===== src/hw/rtl/bpl_pkg.sv =====
`timescale 1ns / 1ps
`default_nettype none

package bpl_pkg;

  // held-tick counter width
  localparam int COUNT_W = 16;
  localparam int DEB_W   = 8;
  localparam int LONG_W  = 16;
  localparam int DATA_W  = 16;
  // compare width that covers both the counter and the limit registers
  localparam int CMP_W   = (COUNT_W > LONG_W) ? COUNT_W : LONG_W;

  // configuration register indexes
  localparam logic REG_DEBOUNCE = 1'b0;
  localparam logic REG_LONG     = 1'b1;

  localparam logic [DEB_W-1:0]  DEB_RESET  = DEB_W'(20);
  localparam logic [LONG_W-1:0] LONG_RESET = LONG_W'(1000);

  localparam logic KIND_SHORT = 1'b0;
  localparam logic KIND_LONG  = 1'b1;

  typedef enum logic [5:0] {
    PH_IDLE      = 6'b000001,
    PH_DEB_PRESS = 6'b000010,
    PH_HOLD      = 6'b000100,
    PH_DEB_SHORT = 6'b001000,
    PH_WAIT_UP   = 6'b010000,
    PH_DEB_LONG  = 6'b100000
  } bpl_phase_t;

  typedef struct packed {
    logic [DEB_W-1:0]  debounce_ticks;
    logic [LONG_W-1:0] long_ticks;
  } bpl_cfg_t;

  typedef struct packed {
    logic valid;
    logic kind;
  } bpl_res_t;

endpackage

`default_nettype wire


===== src/hw/rtl/bpl_cfg_regs.sv =====
`timescale 1ns / 1ps
`default_nettype none

module bpl_cfg_regs (
  input  wire                          clk,
  input  wire                          rst_n,
  input  wire                          wr_en,
  input  wire                          wr_index,
  input  wire [bpl_pkg::DATA_W-1:0]    wr_data,
  output bpl_pkg::bpl_cfg_t            cfg
);

  logic [bpl_pkg::DEB_W-1:0]  deb_r;
  logic [bpl_pkg::LONG_W-1:0] long_r;

  always_ff @(posedge clk) begin
    if (!rst_n) begin
      deb_r  <= bpl_pkg::DEB_RESET;
      long_r <= bpl_pkg::LONG_RESET;
    end else if (wr_en) begin
      case (wr_index)
        bpl_pkg::REG_DEBOUNCE: deb_r  <= wr_data[bpl_pkg::DEB_W-1:0];
        bpl_pkg::REG_LONG:     long_r <= wr_data[bpl_pkg::LONG_W-1:0];
        default: ;
      endcase
    end
  end

  assign cfg.debounce_ticks = deb_r;
  assign cfg.long_ticks     = long_r;

endmodule

`default_nettype wire


===== src/hw/rtl/bpl_fsm.sv =====
`timescale 1ns / 1ps
`default_nettype none

module bpl_fsm (
  input  wire                 clk,
  input  wire                 rst_n,
  input  wire                 step,
  input  wire                 level,
  input  bpl_pkg::bpl_cfg_t   cfg,
  output bpl_pkg::bpl_res_t   res
);

  bpl_pkg::bpl_phase_t phase_r, phase_nxt;
  logic [bpl_pkg::COUNT_W-1:0] count_r, count_nxt;
  logic [bpl_pkg::COUNT_W-1:0] count_inc;
  logic [bpl_pkg::CMP_W-1:0]   count_cmp;
  logic                        deb_done;
  logic                        long_done;

  // saturating increment
  assign count_inc = (count_r == '1) ? count_r : count_r + bpl_pkg::COUNT_W'(1);
  assign count_cmp = bpl_pkg::CMP_W'(count_inc);
  assign deb_done  = count_cmp >= bpl_pkg::CMP_W'(cfg.debounce_ticks);
  assign long_done = count_cmp >= bpl_pkg::CMP_W'(cfg.long_ticks);

  always_comb begin
    phase_nxt = phase_r;
    count_nxt = count_r;
    res.valid = 1'b0;
    res.kind  = bpl_pkg::KIND_SHORT;
    case (phase_r)
      bpl_pkg::PH_IDLE: begin
        if (!level) begin
          phase_nxt = bpl_pkg::PH_DEB_PRESS;
          count_nxt = '0;
        end
      end
      bpl_pkg::PH_DEB_PRESS: begin
        count_nxt = count_inc;
        if (deb_done) begin
          count_nxt = '0;
          phase_nxt = level ? bpl_pkg::PH_IDLE : bpl_pkg::PH_HOLD;
        end
      end
      bpl_pkg::PH_HOLD: begin
        count_nxt = count_inc;
        if (level) begin
          phase_nxt = bpl_pkg::PH_DEB_SHORT;
          count_nxt = '0;
        end else if (long_done) begin
          phase_nxt = bpl_pkg::PH_WAIT_UP;
          count_nxt = '0;
        end
      end
      bpl_pkg::PH_DEB_SHORT: begin
        count_nxt = count_inc;
        if (deb_done) begin
          count_nxt = '0;
          phase_nxt = bpl_pkg::PH_IDLE;
          res.valid = level;
          res.kind  = bpl_pkg::KIND_SHORT;
        end
      end
      bpl_pkg::PH_WAIT_UP: begin
        if (level) begin
          phase_nxt = bpl_pkg::PH_DEB_LONG;
          count_nxt = '0;
        end
      end
      bpl_pkg::PH_DEB_LONG: begin
        count_nxt = count_inc;
        if (deb_done) begin
          count_nxt = '0;
          phase_nxt = bpl_pkg::PH_IDLE;
          res.valid = 1'b1;
          res.kind  = bpl_pkg::KIND_LONG;
        end
      end
      default: begin
        phase_nxt = bpl_pkg::PH_IDLE;
        count_nxt = '0;
      end
    endcase
  end

  always_ff @(posedge clk) begin
    if (!rst_n) begin
      phase_r <= bpl_pkg::PH_IDLE;
      count_r <= '0;
    end else if (step) begin
      phase_r <= phase_nxt;
      count_r <= count_nxt;
    end
  end

`ifndef SYNTHESIS
  // a long result only comes out of the long release debounce
  a_long_src: assert property (@(posedge clk) disable iff (!rst_n)
    (res.valid && res.kind == bpl_pkg::KIND_LONG) |-> (phase_r == bpl_pkg::PH_DEB_LONG))
    else $error("long result outside long debounce");

  // every reported press returns to idle with a cleared counter
  a_res_idle: assert property (@(posedge clk) disable iff (!rst_n)
    (step && res.valid) |=> (phase_r == bpl_pkg::PH_IDLE && count_r == '0))
    else $error("no return to idle after result");

  // state only moves on a sample beat
  a_hold: assert property (@(posedge clk) disable iff (!rst_n)
    !step |=> ($stable(phase_r) && $stable(count_r)))
    else $error("state moved without a sample");
`endif

endmodule

`default_nettype wire


===== src/hw/rtl/bpl_out_fifo.sv =====
`timescale 1ns / 1ps
`default_nettype none

module bpl_out_fifo (
  input  wire   clk,
  input  wire   rst_n,
  input  wire   push,
  input  wire   push_kind,
  output logic  full,
  output logic  out_valid,
  input  wire   out_ready,
  output logic  out_kind
);

  logic       kind_r [2];
  logic       wr_ptr_r;
  logic       rd_ptr_r;
  logic [1:0] count_r;
  logic       pop;

  assign full      = (count_r == 2'd2);
  assign out_valid = (count_r != 2'd0);
  assign out_kind  = kind_r[rd_ptr_r];
  assign pop       = out_valid && out_ready;

  always_ff @(posedge clk) begin
    if (push) begin
      kind_r[wr_ptr_r] <= push_kind;
    end
  end

  always_ff @(posedge clk) begin
    if (!rst_n) begin
      wr_ptr_r <= 1'b0;
      rd_ptr_r <= 1'b0;
      count_r  <= 2'd0;
    end else begin
      if (push) begin
        wr_ptr_r <= ~wr_ptr_r;
      end
      if (pop) begin
        rd_ptr_r <= ~rd_ptr_r;
      end
      case ({push, pop})
        2'b10:   count_r <= count_r + 2'd1;
        2'b01:   count_r <= count_r - 2'd1;
        default: count_r <= count_r;
      endcase
    end
  end

`ifndef SYNTHESIS
  a_no_overflow: assert property (@(posedge clk) disable iff (!rst_n)
    push |-> !full)
    else $error("result pushed into full buffer");

  a_count_range: assert property (@(posedge clk) disable iff (!rst_n)
    count_r != 2'd3)
    else $error("result buffer count out of range");
`endif

endmodule

`default_nettype wire


===== src/hw/rtl/button_press_length_classifier.sv =====
`timescale 1ns / 1ps
`default_nettype none

// channel   dir  handshake            payload
// in_       in   in_tvalid/in_tready   in_tdata[0]  = button_level (0 pressed)
// out_      out  out_tvalid/out_tready out_tdata[0] = press_kind (0 short, 1 long)
// cfg_      in   cfg_valid/cfg_ready   cfg_index 0 debounce_ticks, 1 long_ticks
//
// one sample beat per cycle: a beat is held in the input register, the state
// machine steps on it, and any result lands in a two-entry output buffer
// the step is held back only when the output buffer is full (sink stalled)
// rst_n is synchronous active low: idle, counter cleared, debounce 20, long 1000
// cfg_ready is always high; writes are expected only while the block is idle

module button_press_length_classifier (
  input  wire                          clk,
  input  wire                          rst_n,
  // sample channel
  input  wire                          in_tvalid,
  output logic                         in_tready,
  input  wire  [7:0]                   in_tdata,   // [0] button_level, [7:1] zero
  // result channel
  output logic                         out_tvalid,
  input  wire                          out_tready,
  output logic [7:0]                   out_tdata,  // [0] press_kind, [7:1] zero
  // configuration write channel
  input  wire                          cfg_valid,
  output logic                         cfg_ready,
  input  wire                          cfg_index,
  input  wire  [bpl_pkg::DATA_W-1:0]   cfg_data
);

  bpl_pkg::bpl_cfg_t cfg;
  bpl_pkg::bpl_res_t res;

  // input register
  logic s1_valid_r;
  logic s1_level_r;

  logic fifo_full;
  logic step;
  logic kind;

  assign cfg_ready = 1'b1;

  // the buffered sample is consumed whenever the result buffer has a free slot
  assign step      = s1_valid_r && !fifo_full;
  assign in_tready = !s1_valid_r || step;

  always_ff @(posedge clk) begin
    if (!rst_n) begin
      s1_valid_r <= 1'b0;
    end else if (in_tready) begin
      s1_valid_r <= in_tvalid;
    end
  end

  always_ff @(posedge clk) begin
    if (in_tready && in_tvalid) begin
      s1_level_r <= in_tdata[0];
    end
  end

  bpl_cfg_regs u_cfg (
    .clk      (clk),
    .rst_n    (rst_n),
    .wr_en    (cfg_valid && cfg_ready),
    .wr_index (cfg_index),
    .wr_data  (cfg_data),
    .cfg      (cfg)
  );

  // press classifier state machine, steps once per sample beat
  bpl_fsm u_fsm (
    .clk   (clk),
    .rst_n (rst_n),
    .step  (step),
    .level (s1_level_r),
    .cfg   (cfg),
    .res   (res)
  );

  // result buffer decouples the sink from the sample side
  bpl_out_fifo u_out (
    .clk       (clk),
    .rst_n     (rst_n),
    .push      (step && res.valid),
    .push_kind (res.kind),
    .full      (fifo_full),
    .out_valid (out_tvalid),
    .out_ready (out_tready),
    .out_kind  (kind)
  );

  assign out_tdata = {7'b0, kind};

endmodule

`default_nettype wire


===== config.mk =====
export PLATFORM = sky130hd
export DESIGN_NAME = button_press_length_classifier
export DESIGN_NICKNAME = d
export VERILOG_FILES = /design/src/hw/rtl/bpl_pkg.sv /design/src/hw/rtl/bpl_cfg_regs.sv /design/src/hw/rtl/bpl_fsm.sv /design/src/hw/rtl/bpl_out_fifo.sv /design/src/hw/rtl/button_press_length_classifier.sv
export SDC_FILE = /design/constraint.sdc
export NUM_CORES = 1
export LEC_CHECK = 0
export ABC_AREA = 1
export BUFFER_PORTS_ARGS = -buffer_cell sky130_fd_sc_hd__buf_2
export CAP_MARGIN = 10
export CORE_ASPECT_RATIO = 1.25
export CORE_MARGIN = 1
export CORE_UTILIZATION = 35
export CTS_BUF_LIST = sky130_fd_sc_hd__clkbuf_16
export CTS_CLUSTER_SIZE = 10
export DETAILED_ROUTE_END_ITERATION = 12
export PLACE_DENSITY = 0.5
export SKIP_LAST_GASP = 1
export SLEW_MARGIN = 10
export SYNTH_ARGS = -nofsm -noshare
export SYNTH_HDL_FRONTEND = slang
export SYNTH_HIERARCHICAL = 1
export SYNTH_SLANG_ARGS = --single-unit

===== constraint.sdc =====
create_clock -name clk -period 7.8 [get_ports clk]
set_clock_uncertainty 0.1 [all_clocks]
set_input_delay 0.39 -clock clk [delete_from_list [all_inputs] [get_ports clk]]
set_output_delay 0.39 -clock clk [all_outputs]
set_load 0.02 [all_outputs]

==> flow_summary.html, run 1 <==
<table>
<tr><th>Metric</th><th>Value</th></tr>
<tr><th colspan="2">Min path</th></tr>
<tr><td>Hold crit path type</td><td>in2reg</td></tr>
<tr><td>Cell depth of the worst hold path</td><td>1</td></tr>
<tr><td>Hold worst-path end</td><td>s1_level_r</td></tr>
<tr><td>Worst Hold Launch</td><td>in_tdata[0]</td></tr>
<tr><th colspan="2">Detailed routing</th></tr>
<tr><td>Vias post-DR</td><td>3272</td></tr>
<tr><td>Iteration-0 DRC count of the detailed router</td><td>141</td></tr>
<tr><td>First-pass DRT Iterations</td><td>4</td></tr>
<tr><td>Routed via count divided by cell count</td><td>4.60</td></tr>
<tr><td>Routed length per placed instance</td><td>11.7 um</td></tr>
<tr><td>Number of nets with antenna violations after detailed routing</td><td>0</td></tr>
<tr><td>DR DRC count</td><td>0</td></tr>
<tr><td>Total wirelength of the detailed-routed design</td><td>8.34 mm</td></tr>
<tr><th colspan="2">Global route</th></tr>
<tr><td>Total routing resource utilization after global routing</td><td>16.2%</td></tr>
<tr><td>Number of global-route vias before repair</td><td>3007</td></tr>
<tr><td>Antenna violations before repair</td><td>0</td></tr>
<tr><td>Total overflow reported by the global router</td><td>0</td></tr>
<tr><td>Largest net degree at the start of global routing</td><td>37</td></tr>
<tr><td>Global-route wire length before repair</td><td>14.0 mm</td></tr>
<tr><th colspan="2">Timing</th></tr>
<tr><td>Total negative slack</td><td>0 ps</td></tr>
<tr><td>Setup Viol. Count Final</td><td>0</td></tr>
<tr><td>Max_slew headroom</td><td>57.4%</td></tr>
<tr><td>Worst-Margin Slew</td><td>639 ps</td></tr>
<tr><td>Fin crit period</td><td>4460 ps</td></tr>
<tr><td>Fin. max-slew vios</td><td>0</td></tr>
<tr><td>Post-Route Hold Slack</td><td>166 ps</td></tr>
<tr><td>Highest Clock Rate</td><td>224 MHz</td></tr>
<tr><td>Count of endpoints failing hold in the final timing report</td><td>0</td></tr>
<tr><td>Setup slack after layout</td><td>3340 ps</td></tr>
<tr><td>Final period util</td><td>57.1%</td></tr>
<tr><td>Unrepaired setup endpoints after global routing</td><td>false</td></tr>
<tr><th colspan="2">Synth</th></tr>
<tr><td>Register bit count reported by yosys</td><td>55</td></tr>
<tr><td>Synthesized area per cell</td><td>6.55 um2</td></tr>
<tr><td>Post-Syn Instances</td><td>562</td></tr>
<tr><td>Proportion of synthesized chip area in sequential cells</td><td>30.7%</td></tr>
<tr><td>Area share of the largest cell type after synthesis</td><td>28.3%</td></tr>
<tr><td>Distinct cell type count after synthesis</td><td>40</td></tr>
<tr><td>Synthesized cell area</td><td>0.00368 mm2</td></tr>
<tr><td>Post-synthesis cell type with the largest combined area</td><td>sky130_fd_sc_hd__dfxtp_1</td></tr>
<tr><td>Top cells by area, synth</td><td>sky130_fd_sc_hd__dfxtp_1, sky130_fd_sc_hd__nand2_1, sky130_fd_sc_hd__inv_1</td></tr>
<tr><td>Number of warnings issued by yosys</td><td>6</td></tr>
<tr><th colspan="2">Die</th></tr>
<tr><td>Area of the core</td><td>0.0102 mm2</td></tr>
<tr><td>Horizontal die dimension</td><td>93.7 um</td></tr>
<tr><td>Initial standard-cell utilization of the core</td><td>36.2%</td></tr>
<tr><td>Number of I/O pins</td><td>41</td></tr>
<tr><td>Die area</td><td>0.0109 mm2</td></tr>
<tr><td>FP Rows</td><td>41</td></tr>
<tr><td>Die Height</td><td>117 um</td></tr>
<tr><th colspan="2">Clock tree</th></tr>
<tr><td>Setup fix buffers added after clock tree synthesis</td><td>0</td></tr>
<tr><td>Clock-pin slew reported for the worst setup and hold paths after clock tree synthesis</td><td>70 ps</td></tr>
<tr><td>TritonCTS sink count</td><td>55</td></tr>
<tr><td>Number of buffers inserted for hold repair after clock tree synthesis</td><td>0</td></tr>
<tr><td>Longest Clk Path Bufs</td><td>2</td></tr>
<tr><td>TritonCTS clock tree</td><td>built</td></tr>
<tr><td>Root buffer selected by CTS</td><td>sky130_fd_sc_hd__clkbuf_16</td></tr>
<tr><td>Latest clock arrival within the worst-skew pair</td><td>300 ps</td></tr>
<tr><td>Clock buffers created by TritonCTS</td><td>5</td></tr>
<tr><td>Maximum level of the CTS H-tree</td><td>2</td></tr>
<tr><td># resized after CTS</td><td>0</td></tr>
<tr><th colspan="2">Final layout</th></tr>
<tr><td>P&amp;R area growth vs syn</td><td>9.76%</td></tr>
<tr><td>Fill count</td><td>1108</td></tr>
<tr><td>Count of nets after finishing</td><td>636</td></tr>
<tr><td>Antenna fix cells</td><td>0</td></tr>
<tr><td>Fraction of layout cells with a size suffix above 1</td><td>12.0%</td></tr>
<tr><th colspan="2">Critical path</th></tr>
<tr><td>Signal arrival time at the worst endpoint</td><td>4600 ps</td></tr>
<tr><td>Element type at the critical path start</td><td>flop</td></tr>
<tr><td>Largest fanout on the critical path</td><td>6</td></tr>
<tr><td>Worst Path Required</td><td>7940 ps</td></tr>
<tr><td>R2R cell count</td><td>26</td></tr>
<tr><td>Critical R2R Capture</td><td>u_out/count_r[1]</td></tr>
<tr><td>Internal reg-to-reg setup slack</td><td>3340 ps</td></tr>
<tr><td>CP Capture Type</td><td>flop</td></tr>
<tr><td>Worst setup path class</td><td>reg2reg</td></tr>
<tr><td>Startpoint of the worst-slack reg-to-reg timing path</td><td>u_fsm/count_r[0]</td></tr>
<tr><th colspan="2">Power and ir drop</th></tr>
<tr><td>Total power divided by cell area</td><td>166 mW/mm2</td></tr>
<tr><td>Leakage Power</td><td>0.00197 uW</td></tr>
<tr><td>VDD IR-drop max</td><td>0.105 mV</td></tr>
<tr><th colspan="2">Placement</th></tr>
<tr><td>Port buffer count</td><td>25</td></tr>
<tr><td>Worst setup slack after placement</td><td>3450 ps</td></tr>
<tr><td>Global placement routability congestion</td><td>0.855</td></tr>
<tr><td>HPWL Detailed</td><td>6.35 mm</td></tr>
<tr><th colspan="2">Job</th></tr>
<tr><td>Max cap viols</td><td>0</td></tr>
<tr><th colspan="2">Run status</th></tr>
<tr><td>Result of the run</td><td>completed</td></tr>
</table>
worst max-delay path by stage:
stage	to	from	slack (ps)
global route	u_out/count_r[1]	u_fsm/count_r[0]	2980
CTS	u_out/count_r[1]	u_fsm/count_r[0]	3360
global placement	u_out/count_r[1]	u_fsm/count_r[0]	3470
finish	u_out/count_r[1]	u_fsm/count_r[0]	3340
floorplan	u_out/count_r[1]	u_fsm/count_r[0]	4200
detailed placement	u_out/count_r[1]	u_fsm/count_r[0]	3450
sequential cells by signal, indices dropped and copies added, names as in the netlist, named ones only:
signal,count
u_out/kind_r,2
u_fsm/phase_r,6
u_cfg/long_r,16
u_out/rd_ptr_r,1
u_cfg/deb_r,8
u_fsm/count_r,16
s1_valid_r,1
u_out/wr_ptr_r,1
s1_level_r,1
u_out/count_r,2
cell type report:
type / instances / area [um2] / share of cell area [%]
clock inverters: 3 / 67.6 / 1.67
clock buffers: 5 / 125 / 3.10
inverters: 93 / 354 / 8.77
flip-flops and latches: 55 / 1130 / 28.0
multi-input cells: 400 / 2070 / 51.2
well taps: 129 / 161 / 4.00
repair buffers: 26 / 133 / 3.28
routing by layer:
layer	wire [um]	global-route usage, %	share of wire [%]
met1	3950	19.8	47
met2	4070	29.2	49
met3	206	2.28	2.5
met4	114	5.03	1.4
met5	0	0	0
cell usage in the layout, fill, tap and decap left out, drive strengths merged, types with 10 or more instances in the layout:
cell	synthesis	layout
inv	93	93
nor2	95	95
dfxtp	52	52
nand3	40	40
o21ai	15	15
nand2	142	142
buf	16	26
nand4	10	10
a21oi	42	42
ha	25	25
stage by stage:
step | power (uW) | instance area, um2 | util, % | cells
detailed placement | 385 | 3850 | 37.9 | 703
CTS | 680 | 4040 | 39.8 | 711
global placement | 384 | 3850 | 37.9 | 703
floorplan | 369 | 3700 | - | 568
global route | 701 | 4040 | 39.8 | 711
finish | 670 | 4040 | 39.8 | 711
synth_stat cells:
library cell and number:
sky130_fd_sc_hd__nor3_1 6, sky130_fd_sc_hd__or2_2 1, sky130_fd_sc_hd__a21oi_1 41, sky130_fd_sc_hd__buf_6 2, sky130_fd_sc_hd__inv_1 84, sky130_fd_sc_hd__a2111oi_0 1
sky130_fd_sc_hd__nor2_4 4, sky130_fd_sc_hd__nand2_4 2, sky130_fd_sc_hd__mux2_2 1, sky130_fd_sc_hd__edfxtp_1 3, sky130_fd_sc_hd__o21ai_1 6, sky130_fd_sc_hd__dfxtp_1 52
sky130_fd_sc_hd__nor2_1 84, sky130_fd_sc_hd__nand2_1 135, sky130_fd_sc_hd__and3_1 1, sky130_fd_sc_hd__buf_4 11, sky130_fd_sc_hd__a21oi_2 1, sky130_fd_sc_hd__buf_2 2
sky130_fd_sc_hd__o32ai_1 1, sky130_fd_sc_hd__nand4_1 9, sky130_fd_sc_hd__nand3_1 36, sky130_fd_sc_hd__o21a_1 1, sky130_fd_sc_hd__inv_2 8, sky130_fd_sc_hd__nand4_2 1
sky130_fd_sc_hd__a21boi_1 1, sky130_fd_sc_hd__nand2_2 5, sky130_fd_sc_hd__nand3_4 1, sky130_fd_sc_hd__inv_6 1, sky130_fd_sc_hd__a31oi_1 1, sky130_fd_sc_hd__xor2_1 6
sky130_fd_sc_hd__a211o_1 1, sky130_fd_sc_hd__clkbuf_1 4, sky130_fd_sc_hd__nor4_2 1, sky130_fd_sc_hd__o21bai_1 1, sky130_fd_sc_hd__buf_12 1, sky130_fd_sc_hd__nor2_2 7
sky130_fd_sc_hd__ha_1 25, sky130_fd_sc_hd__conb_1 2, sky130_fd_sc_hd__nand3_2 3, sky130_fd_sc_hd__o21ai_0 9
kinds of logic (layout without fill, tap and decap cells):
family	Yosys count	in the layout	share of synthesized area (%)
buffers and inverters	113	127	13.7
and+or+nand+nor	296	296	35.8
other	2	8	0.204
adders and majority gates	25	25	8.50
xor gates and xnor gates	6	6	1.43
muxes	1	1	0.306
AOI/OAI and AO/OA	64	64	9.35
DFF	55	55	30.7
where the power goes:
group	leakage [uW]	switching, uW	internal, uW
logic	0.00143	49.4	26.0
clock network	0.0000900	108	184
registers	0.000453	7.65	295
critical path: stages, from the launching register on:
cell,delay (ps)
sky130_fd_sc_hd__dfxtp_1,480
sky130_fd_sc_hd__ha_1,280
sky130_fd_sc_hd__nand3_2,140
sky130_fd_sc_hd__inv_2,130
sky130_fd_sc_hd__nand3_1,120
sky130_fd_sc_hd__nor2_1,380
sky130_fd_sc_hd__inv_2,110
sky130_fd_sc_hd__nand3_1,100
sky130_fd_sc_hd__xor2_1,250
sky130_fd_sc_hd__inv_1,120
sky130_fd_sc_hd__ha_1,310
sky130_fd_sc_hd__a21oi_1,170
sky130_fd_sc_hd__o21ai_0,130
sky130_fd_sc_hd__a21oi_1,170
sky130_fd_sc_hd__nand4_2,180
sky130_fd_sc_hd__nand2_1,100
sky130_fd_sc_hd__inv_1,60
sky130_fd_sc_hd__a31oi_1,150
sky130_fd_sc_hd__inv_1,50
sky130_fd_sc_hd__and3_1,200
sky130_fd_sc_hd__inv_1,80
sky130_fd_sc_hd__ha_1,250
sky130_fd_sc_hd__inv_1,80
sky130_fd_sc_hd__nand2_1,50
sky130_fd_sc_hd__nor2_1,80
sky130_fd_sc_hd__nor2_1,40
sky130_fd_sc_hd__nor2_1,90
(Power assumes the default switching activity.)
==> run 2, diff against run 1 <==
==> constraint.sdc (replaced) <==
create_clock -name clk -period 4.5 [get_ports clk]
set_clock_uncertainty 0.1 [all_clocks]
set_input_delay 0.225 -clock clk [delete_from_list [all_inputs] [get_ports clk]]
set_output_delay 0.225 -clock clk [all_outputs]
set_load 0.02 [all_outputs]
==> run 2 against run 1 <==
Against the previous run:
- non-clock buffer count grew 4
- clock power grew 29%
- utilization shrank 0.21 points
- global-route usage grew 0.40 points
- cell area shrank 0.53%
- first-iteration DRC count grew 1.4%
- fmax grew 11%
- highest routed layer unchanged
- via count grew 2.1%
- critical path depth is the same
==> flow_summary.html, run 2 (synthesized netlist as in run 1, its figures left out) <==
<table>
<tr><th>Metric</th><th>Value</th></tr>
<tr><th colspan="2">Die</th></tr>
<tr><td>Initial standard-cell utilization of the core</td><td>36.2% (unchanged)</td></tr>
<tr><td>Horizontal die dimension</td><td>93.7 um (unchanged)</td></tr>
<tr><td>FP Rows</td><td>41 (unchanged)</td></tr>
<tr><td>Area of the core</td><td>0.0102 mm2 (unchanged)</td></tr>
<tr><td>Number of I/O pins</td><td>41 (unchanged)</td></tr>
<tr><td>Die Height</td><td>117 um (unchanged)</td></tr>
<tr><td>Die area</td><td>0.0109 mm2 (unchanged)</td></tr>
<tr><th colspan="2">Clock tree</th></tr>
<tr><td>Setup fix buffers added after clock tree synthesis</td><td>0 (unchanged)</td></tr>
<tr><td>Latest clock arrival within the worst-skew pair</td><td>290 ps (about the same)</td></tr>
<tr><td>TritonCTS sink count</td><td>55 (unchanged)</td></tr>
<tr><td>Clock-pin slew reported for the worst setup and hold paths after clock tree synthesis</td><td>70 ps (about the same)</td></tr>
<tr><td>Longest Clk Path Bufs</td><td>2 (unchanged)</td></tr>
<tr><td>Root buffer selected by CTS</td><td>sky130_fd_sc_hd__clkbuf_16</td></tr>
<tr><td>TritonCTS clock tree</td><td>built</td></tr>
<tr><td>Maximum level of the CTS H-tree</td><td>2 (unchanged)</td></tr>
<tr><td>Clock buffers created by TritonCTS</td><td>5 (unchanged)</td></tr>
<tr><th colspan="2">Critical path</th></tr>
<tr><td>Element type at the critical path start</td><td>flop</td></tr>
<tr><td>CP Capture Type</td><td>flop</td></tr>
<tr><td>CP Capture Point</td><td>u_out/count_r[1]</td></tr>
<tr><td>Signal arrival time at the worst endpoint</td><td>4130 ps (-470 ps)</td></tr>
<tr><td>Startpoint of the worst-slack reg-to-reg timing path</td><td>u_fsm/count_r[0]</td></tr>
<tr><td>Internal reg-to-reg setup slack</td><td>500 ps (-2840 ps)</td></tr>
<tr><td>Largest fanout on the critical path</td><td>6 (unchanged)</td></tr>
<tr><td>R2R cell count</td><td>26 (unchanged)</td></tr>
<tr><td>Timing startpoint of the critical path</td><td>u_fsm/count_r[0]</td></tr>
<tr><td>Worst Path Required</td><td>4630 ps (-3310 ps)</td></tr>
<tr><td>Critical R2R Capture</td><td>u_out/count_r[1]</td></tr>
<tr><td>Worst setup path class</td><td>reg2reg</td></tr>
<tr><th colspan="2">Min path</th></tr>
<tr><td>Cell depth of the worst hold path</td><td>3 (+2)</td></tr>
<tr><td>Hold crit path type</td><td>in2reg</td></tr>
<tr><th colspan="2">Job</th></tr>
<tr><td>Max cap viols</td><td>0 (unchanged)</td></tr>
<tr><th colspan="2">Timing</th></tr>
<tr><td>Unrepaired setup endpoints after global routing</td><td>false</td></tr>
<tr><td>Highest Clock Rate</td><td>250 MHz (+11%)</td></tr>
<tr><td>Fin. max-slew vios</td><td>0 (unchanged)</td></tr>
<tr><td>Post-Route Hold Slack</td><td>32.3 ps (-134 ps)</td></tr>
<tr><td>Fin crit period</td><td>4000 ps (-459 ps)</td></tr>
<tr><td>Final period util</td><td>88.8% (+32 points)</td></tr>
<tr><td>Count of endpoints failing hold in the final timing report</td><td>0 (unchanged)</td></tr>
<tr><td>Setup Viol. Count Final</td><td>0 (unchanged)</td></tr>
<tr><td>Total negative slack</td><td>0 ps (unchanged)</td></tr>
<tr><td>Max_slew headroom</td><td>55.8% (-1.6 points)</td></tr>
<tr><td>Worst-Margin Slew</td><td>663 ps (+24.3 ps)</td></tr>
<tr><th colspan="2">Placement</th></tr>
<tr><td>Port buffer count</td><td>25 (unchanged)</td></tr>
<tr><td>HPWL Detailed</td><td>6.42 mm (+1.2%)</td></tr>
<tr><td>Global placement routability congestion</td><td>0.883 (+3.3%)</td></tr>
<tr><th colspan="2">Power and ir drop</th></tr>
<tr><td>VDD IR-drop max</td><td>0.131 mV (+25%)</td></tr>
<tr><td>Total power divided by cell area</td><td>257 mW/mm2 (+55%)</td></tr>
<tr><td>Leakage Power</td><td>0.00197 uW (about the same)</td></tr>
<tr><th colspan="2">Detailed routing</th></tr>
<tr><td>DR DRC count</td><td>0 (unchanged)</td></tr>
<tr><td>Routed via count divided by cell count</td><td>4.67 (+1.5%)</td></tr>
<tr><td>Routed length per placed instance</td><td>11.7 um (-0.55%)</td></tr>
<tr><td>First-pass DRT Iterations</td><td>4 (unchanged)</td></tr>
<tr><td>Number of nets with antenna violations after detailed routing</td><td>0 (unchanged)</td></tr>
<tr><td>Vias post-DR</td><td>3341 (+2.1%)</td></tr>
<tr><td>Total wirelength of the detailed-routed design</td><td>8.34 mm (about the same)</td></tr>
<tr><td>Iteration-0 DRC count of the detailed router</td><td>143 (+1.4%)</td></tr>
<tr><th colspan="2">Final layout</th></tr>
<tr><td>Highest-count cells in the layout ignoring fill and taps</td><td>sky130_fd_sc_hd__nand2_1, sky130_fd_sc_hd__inv_1, sky130_fd_sc_hd__nor2_1</td></tr>
<tr><td>Fraction of layout cells with a size suffix above 1</td><td>12.1% (+0.089 points)</td></tr>
<tr><td>Registers with the most flip-flops</td><td>u_cfg/long_r x16, u_fsm/count_r x16, u_cfg/deb_r x8</td></tr>
<tr><td>Antenna fix cells</td><td>0 (unchanged)</td></tr>
<tr><td>Count of nets after finishing</td><td>640 (+0.63%)</td></tr>
<tr><td>P&amp;R area growth vs syn</td><td>9.18%</td></tr>
<tr><td>Leading cell type in the layout, fill and taps excluded</td><td>sky130_fd_sc_hd__nand2_1</td></tr>
<tr><th colspan="2">Global route</th></tr>
<tr><td>Antenna violations before repair</td><td>0 (unchanged)</td></tr>
<tr><td>Total routing resource utilization after global routing</td><td>16.6% (+0.40 points)</td></tr>
<tr><td>Total overflow reported by the global router</td><td>0 (unchanged)</td></tr>
<tr><td>Largest net degree at the start of global routing</td><td>37 (unchanged)</td></tr>
<tr><td>Global-route wire length before repair</td><td>14.4 mm (+2.8%)</td></tr>
<tr><td>Number of global-route vias before repair</td><td>3139 (+4.4%)</td></tr>
<tr><th colspan="2">Run status</th></tr>
<tr><td>Result of the run</td><td>completed</td></tr>
</table>
==> run 2: cell types whose count changed in the layout (fill, tap and decap cells not counted), sizes merged <==
cell	delta
inv	+1
buf	+3
dlygate4sd3	+1
bufinv	-2
clkinvlp	-1
clkinv	+2
==> run 2: critical path, stage by stage (launching register included) <==
cell and delay (ps):
sky130_fd_sc_hd__dfxtp_1 430, sky130_fd_sc_hd__ha_1 260, sky130_fd_sc_hd__nand3_2 150, sky130_fd_sc_hd__inv_2 140, sky130_fd_sc_hd__nand3_1 130, sky130_fd_sc_hd__nor2_2 170
sky130_fd_sc_hd__inv_2 70, sky130_fd_sc_hd__nand3_1 90, sky130_fd_sc_hd__xor2_1 210, sky130_fd_sc_hd__inv_1 100, sky130_fd_sc_hd__ha_1 300, sky130_fd_sc_hd__a21oi_1 150
sky130_fd_sc_hd__o21ai_0 100, sky130_fd_sc_hd__a21oi_1 150, sky130_fd_sc_hd__nand4_2 170, sky130_fd_sc_hd__nand2_1 90, sky130_fd_sc_hd__inv_1 60, sky130_fd_sc_hd__a31oi_1 140
sky130_fd_sc_hd__inv_1 50, sky130_fd_sc_hd__and3_1 200, sky130_fd_sc_hd__inv_1 90, sky130_fd_sc_hd__ha_1 250, sky130_fd_sc_hd__inv_1 80, sky130_fd_sc_hd__nand2_1 50
sky130_fd_sc_hd__nor2_1 80, sky130_fd_sc_hd__nor2_1 40, sky130_fd_sc_hd__nor2_1 90
==> run 2: final cells by class <==
cell class | instances | area, um2
well taps | 129 | 161
flip-flops and latches | 55 | 1130
fillers | 1127 | 6140
clock buffers | 5 | 125
inverters | 93 | 354
multi-input cells | 400 | 2070
clock inverters | 3 | 11.3
repair buffers | 30 | 165
==> run 2: through the flow <==
stage	total power (uW)	setup slack (ps)	utilization [%]	cell area [um2]	instances
2_1_floorplan	640	905	-	3700	568
3_3_place_gp	665	477	38.1	3870	706
3_5_place_dp	667	427	38.1	3870	706
4_1_cts	1050	368	39.5	4020	715
5_1_grt	1100	5.80	39.6	4020	715
6_report	1030	502	39.6	4020	715
==> run 2: power by group <==
part,internal [uW],switching (uW),leakage (uW)
logic,45.4,85.0,0.00145
clock network,201,176,0.0000701
registers,511,13.3,0.000453
total,758,274,0.00197
==> run 2: worst min path at each step <==
stage / startpoint / to / slack (ps)
floorplan: rst_n / u_fsm/phase_r[0] / 210
global placement: in_tdata[0] / s1_level_r / 300
detailed placement: in_tdata[0] / s1_level_r / 310
CTS: cfg_data[8] / u_cfg/long_r[8] / 30
global route: cfg_data[8] / u_cfg/long_r[8] / 40
finish: cfg_data[8] / u_cfg/long_r[8] / 30
==> run 2: layer usage <==
metal  vias to the layer above  part of all wire (%)  GRT usage, %
met5                         -                     0             0
met3                         7                   2.3          2.34
met4                         0                   1.7          5.44
li1                       1788                     -             -
met2                        44                    48          29.0
met1                      1502                    48          20.9
==> run 2: repair_timing <==
| action | CTS | global route |
|---|---|---|
| endpoints found under the hold margin | 1 | 0 |
| setup endpoints to repair | 0 | 1 |
| hold buffers | 1 | 0 |
| gates resized for setup | 0 | 1 |
==> run 3, diff against run 2 <==
--- a/config.mk
+++ b/config.mk
@@ -19,5 +19,4 @@
 export SLEW_MARGIN = 10
 export SYNTH_ARGS = -nofsm -noshare
 export SYNTH_HDL_FRONTEND = slang
-export SYNTH_HIERARCHICAL = 1
 export SYNTH_SLANG_ARGS = --single-unit
==> run 3 against run 2 <==
Against the previous run:
- via count decreased by 6.8%
- power increased by 1.2%
- sequential power decreased by 1%
- largest power group unchanged
- highest routed layer unchanged
==> flow_summary.html, run 3 <==
<table>
<tr><th>Metric</th><th>Value</th></tr>
<tr><th colspan="2">Die</th></tr>
<tr><td>Initial standard-cell utilization of the core</td><td>35.9% (-0.34 points)</td></tr>
<tr><td>Die Height</td><td>116 um (-0.96%)</td></tr>
<tr><td>FP Rows</td><td>41 (unchanged)</td></tr>
<tr><td>Die area</td><td>0.0107 mm2 (-1.9%)</td></tr>
<tr><td>Area of the core</td><td>0.0101 mm2 (-1.0%)</td></tr>
<tr><td>Number of I/O pins</td><td>41 (unchanged)</td></tr>
<tr><td>Horizontal die dimension</td><td>92.8 um (-0.95%)</td></tr>
<tr><th colspan="2">Placement</th></tr>
<tr><td>Port buffer count</td><td>25 (unchanged)</td></tr>
<tr><td>Placed Cells incl. Taps</td><td>646 (-8.5%)</td></tr>
<tr><td>HPWL Detailed</td><td>6.15 mm (-4.2%)</td></tr>
<tr><td>Worst setup slack after placement</td><td>545 ps (+118 ps)</td></tr>
<tr><td>Global placement routability congestion</td><td>0.801 (-9.3%)</td></tr>
<tr><th colspan="2">Clock tree</th></tr>
<tr><td>Setup fix buffers added after clock tree synthesis</td><td>0 (unchanged)</td></tr>
<tr><td>Latest clock arrival within the worst-skew pair</td><td>300 ps (about the same)</td></tr>
<tr><td>Clock buffers created by TritonCTS</td><td>5 (unchanged)</td></tr>
<tr><td>Longest Clk Path Bufs</td><td>2 (unchanged)</td></tr>
<tr><td>TritonCTS clock tree</td><td>built</td></tr>
<tr><td>Root buffer selected by CTS</td><td>sky130_fd_sc_hd__clkbuf_16</td></tr>
<tr><td># resized after CTS</td><td>0 (unchanged)</td></tr>
<tr><td>Clock-pin slew reported for the worst setup and hold paths after clock tree synthesis</td><td>80 ps (about the same)</td></tr>
<tr><td>Number of buffers inserted for hold repair after clock tree synthesis</td><td>1 (unchanged)</td></tr>
<tr><td>TritonCTS sink count</td><td>55 (unchanged)</td></tr>
<tr><td>Maximum level of the CTS H-tree</td><td>2 (unchanged)</td></tr>
<tr><th colspan="2">Power and ir drop</th></tr>
<tr><td>Total power divided by cell area</td><td>266 mW/mm2 (+3.5%)</td></tr>
<tr><td>Leakage Power</td><td>0.00178 uW (-9.8%)</td></tr>
<tr><td>VDD IR-drop max</td><td>0.138 mV (+5.3%)</td></tr>
<tr><th colspan="2">Synth</th></tr>
<tr><td>Dominant register cell in the synthesized netlist</td><td>sky130_fd_sc_hd__dfxtp_1</td></tr>
<tr><td>Most frequently used cell type in the post-synthesis netlist</td><td>sky130_fd_sc_hd__nand2_1</td></tr>
<tr><td>Area share of the largest cell type after synthesis</td><td>28.8% (+0.56 points)</td></tr>
<tr><td>Post-synth EDFFs</td><td>3 (unchanged)</td></tr>
<tr><td>Post-Syn Instances</td><td>507 (-9.8%)</td></tr>
<tr><td>Post-synthesis cell type with the largest combined area</td><td>sky130_fd_sc_hd__dfxtp_1</td></tr>
<tr><td>Synthesized area per cell</td><td>7.12 um2 (+8.7%)</td></tr>
<tr><td>Share of flip-flops with an asynchronous set or reset</td><td>0% (unchanged)</td></tr>
<tr><td>Distinct cell type count after synthesis</td><td>40 (unchanged)</td></tr>
<tr><td>Proportion of synthesized chip area in sequential cells</td><td>31.3% (+0.61 points)</td></tr>
<tr><td>Register bit count reported by yosys</td><td>55 (unchanged)</td></tr>
<tr><td>Top cells by area, synth</td><td>sky130_fd_sc_hd__dfxtp_1, sky130_fd_sc_hd__nand2_1, sky130_fd_sc_hd__ha_1</td></tr>
<tr><td>Synthesized cell area</td><td>0.00361 mm2 (-1.9%)</td></tr>
<tr><td>List of most frequent post-synthesis cells</td><td>sky130_fd_sc_hd__nand2_1, sky130_fd_sc_hd__inv_1, sky130_fd_sc_hd__dfxtp_1</td></tr>
<tr><td>Number of warnings issued by yosys</td><td>0 (-6)</td></tr>
<tr><th colspan="2">Timing</th></tr>
<tr><td>Highest Clock Rate</td><td>252 MHz (+0.95%)</td></tr>
<tr><td>Fin. max-slew vios</td><td>0 (unchanged)</td></tr>
<tr><td>Total negative slack</td><td>0 ps (unchanged)</td></tr>
<tr><td>Setup slack after layout</td><td>539 ps (+37.5 ps)</td></tr>
<tr><td>Worst-Margin Slew</td><td>685 ps (+21.4 ps)</td></tr>
<tr><td>Final period util</td><td>88.0% (-0.83 points)</td></tr>
<tr><td>Max_slew headroom</td><td>54.1% (-1.7 points)</td></tr>
<tr><td>Fin crit period</td><td>3960 ps (-37.5 ps)</td></tr>
<tr><td>Unrepaired setup endpoints after global routing</td><td>false</td></tr>
<tr><td>Setup Viol. Count Final</td><td>0 (unchanged)</td></tr>
<tr><td>Count of endpoints failing hold in the final timing report</td><td>0 (unchanged)</td></tr>
<tr><th colspan="2">Detailed routing</th></tr>
<tr><td>DR DRC count</td><td>0 (unchanged)</td></tr>
<tr><td>Routed via count divided by cell count</td><td>4.76 (+1.8%)</td></tr>
<tr><td>Iteration-0 DRC count of the detailed router</td><td>81 (-43%)</td></tr>
<tr><td>Number of nets with antenna violations after detailed routing</td><td>0 (unchanged)</td></tr>
<tr><td>First-pass DRT Iterations</td><td>4 (unchanged)</td></tr>
<tr><td>Vias post-DR</td><td>3115 (-6.8%)</td></tr>
<tr><td>Total wirelength of the detailed-routed design</td><td>8.08 mm (-3.2%)</td></tr>
<tr><td>Routed length per placed instance</td><td>12.3 um (+5.7%)</td></tr>
<tr><th colspan="2">Job</th></tr>
<tr><td>Max cap viols</td><td>0 (unchanged)</td></tr>
<tr><th colspan="2">Final layout</th></tr>
<tr><td>Fill count</td><td>1096 (-2.8%)</td></tr>
<tr><td>Fraction of layout cells with a size suffix above 1</td><td>16.7% (+4.6 points)</td></tr>
<tr><td>Leading cell type in the layout, fill and taps excluded</td><td>sky130_fd_sc_hd__nand2_1</td></tr>
<tr><td>Post-Layout Cell Count</td><td>655 (-8.4%)</td></tr>
<tr><td>Register area</td><td>0.00113 mm2 (unchanged)</td></tr>
<tr><td>Highest-count cells in the layout ignoring fill and taps</td><td>sky130_fd_sc_hd__nand2_1, sky130_fd_sc_hd__inv_1, sky130_fd_sc_hd__dfxtp_1</td></tr>
<tr><td>P&amp;R area growth vs syn</td><td>8.88%</td></tr>
<tr><td>Antenna fix cells</td><td>0 (unchanged)</td></tr>
<tr><td>Registers with the most flip-flops</td><td>u_cfg.long_r x16, u_fsm.count_r x16, u_cfg.deb_r x8</td></tr>
<tr><td>Multi-input combinational cell area</td><td>0.00206 mm2 (-0.36%)</td></tr>
<tr><td>Count of nets after finishing</td><td>581 (-9.2%)</td></tr>
<tr><th colspan="2">Critical path</th></tr>
<tr><td>Element type at the critical path start</td><td>flop</td></tr>
<tr><td>Worst setup path class</td><td>reg2reg</td></tr>
<tr><td>Signal arrival time at the worst endpoint</td><td>4050 ps (-80 ps)</td></tr>
<tr><td>Worst Path Required</td><td>4590 ps (-40 ps)</td></tr>
<tr><td>Largest fanout on the critical path</td><td>7 (+1)</td></tr>
<tr><td>CP Capture Type</td><td>flop</td></tr>
<tr><th colspan="2">Global route</th></tr>
<tr><td>Antenna violations before repair</td><td>0 (unchanged)</td></tr>
<tr><td>Number of global-route vias before repair</td><td>3026 (-3.6%)</td></tr>
<tr><td>Total overflow reported by the global router</td><td>0 (unchanged)</td></tr>
<tr><td>Global-route wire length before repair</td><td>14.1 mm (-2.0%)</td></tr>
<tr><td>Total routing resource utilization after global routing</td><td>16.6% (about the same)</td></tr>
<tr><td>Largest net degree at the start of global routing</td><td>36 (-2.7%)</td></tr>
<tr><th colspan="2">Run status</th></tr>
<tr><td>Result of the run</td><td>completed</td></tr>
<tr><th colspan="2">Min path</th></tr>
<tr><td>Hold crit path type</td><td>in2reg</td></tr>
</table>
[run 3: final timing paths]
check                                       from          endpoint  slack (ps)  depth (start not counted)
worst max-delay path            u_fsm.count_r[0]  u_out.count_r[1]         540                         25
worst min-delay path                 cfg_data[9]   u_cfg.long_r[9]          40                          3
worst max register to register  u_fsm.count_r[0]  u_out.count_r[1]         540                         25
worst min register to register    u_out.rd_ptr_r              flop         360                          1
[run 3: per-stage QoR]
step           hold WS (ps)  util [%]  instance area, um2  power (uW)
4_1_cts                34.9      39.1                3930        1070
6_report               43.6      39.1                3930        1040
3_5_place_dp            306      37.5                3770         656
2_1_floorplan           224         -                3630         630
5_1_grt                59.2      39.1                3930        1100
3_3_place_gp            314      37.5                3770         654
[run 3: cells by family after synthesis]
family	synth area share, %
simple gates	29.3
fa+ha+maj	9.02
other cells	0.208
flops	31.3
compound gates	16.0
mux	0.312
xor+xnor	1.70
buf+inv	12.1
[run 3: per-layer routing]
metal | track usage, % | share of wire (%) | vias to the layer above
met2 | 32.4 | 53 | 28
met3 | 2.36 | 1.7 | 9
li1 | - | - | 1659
met4 | 5.23 | 1.9 | 0
met5 | 0 | 0 | -
met1 | 18.3 | 44 | 1419
[run 3: cell type report]
type | instances | area share (%)
clock inverters | 3 | 0.541
repair buffers | 29 | 4.01
flip-flops and latches | 55 | 28.8
clock buffers | 5 | 3.18
well taps | 129 | 4.11
inverters | 72 | 6.88
multi-input cells | 362 | 52.5
[run 3: report_power, final]
group	total, uW	internal (uW)	switching [uW]
registers	520	511	9.05
clock network	401	208	193
logic	123	40.5	82.4
total	1040	760	284
[run 3: critical path: stages (launching register included)]
cell	delay, ps
sky130_fd_sc_hd__dfxtp_1	470
sky130_fd_sc_hd__ha_1	350
sky130_fd_sc_hd__nand3_4	160
sky130_fd_sc_hd__inv_1	80
sky130_fd_sc_hd__nand3_1	100
sky130_fd_sc_hd__nor2_1	390
sky130_fd_sc_hd__xor2_1	310
sky130_fd_sc_hd__ha_1	290
sky130_fd_sc_hd__inv_1	50
sky130_fd_sc_hd__nand2_1	40
sky130_fd_sc_hd__nand2_1	50
sky130_fd_sc_hd__nand2_1	60
sky130_fd_sc_hd__nand2_1	60
sky130_fd_sc_hd__nand2_1	50
sky130_fd_sc_hd__nand2_1	50
sky130_fd_sc_hd__nand2_1	50
sky130_fd_sc_hd__nand2_1	60
sky130_fd_sc_hd__nand3_2	100
sky130_fd_sc_hd__nor2_4	160
sky130_fd_sc_hd__nand2_1	100
sky130_fd_sc_hd__nand2_1	100
sky130_fd_sc_hd__ha_1	250
sky130_fd_sc_hd__a21oi_1	110
sky130_fd_sc_hd__o21ai_0	110
sky130_fd_sc_hd__o21ai_0	150
sky130_fd_sc_hd__a21oi_1	60
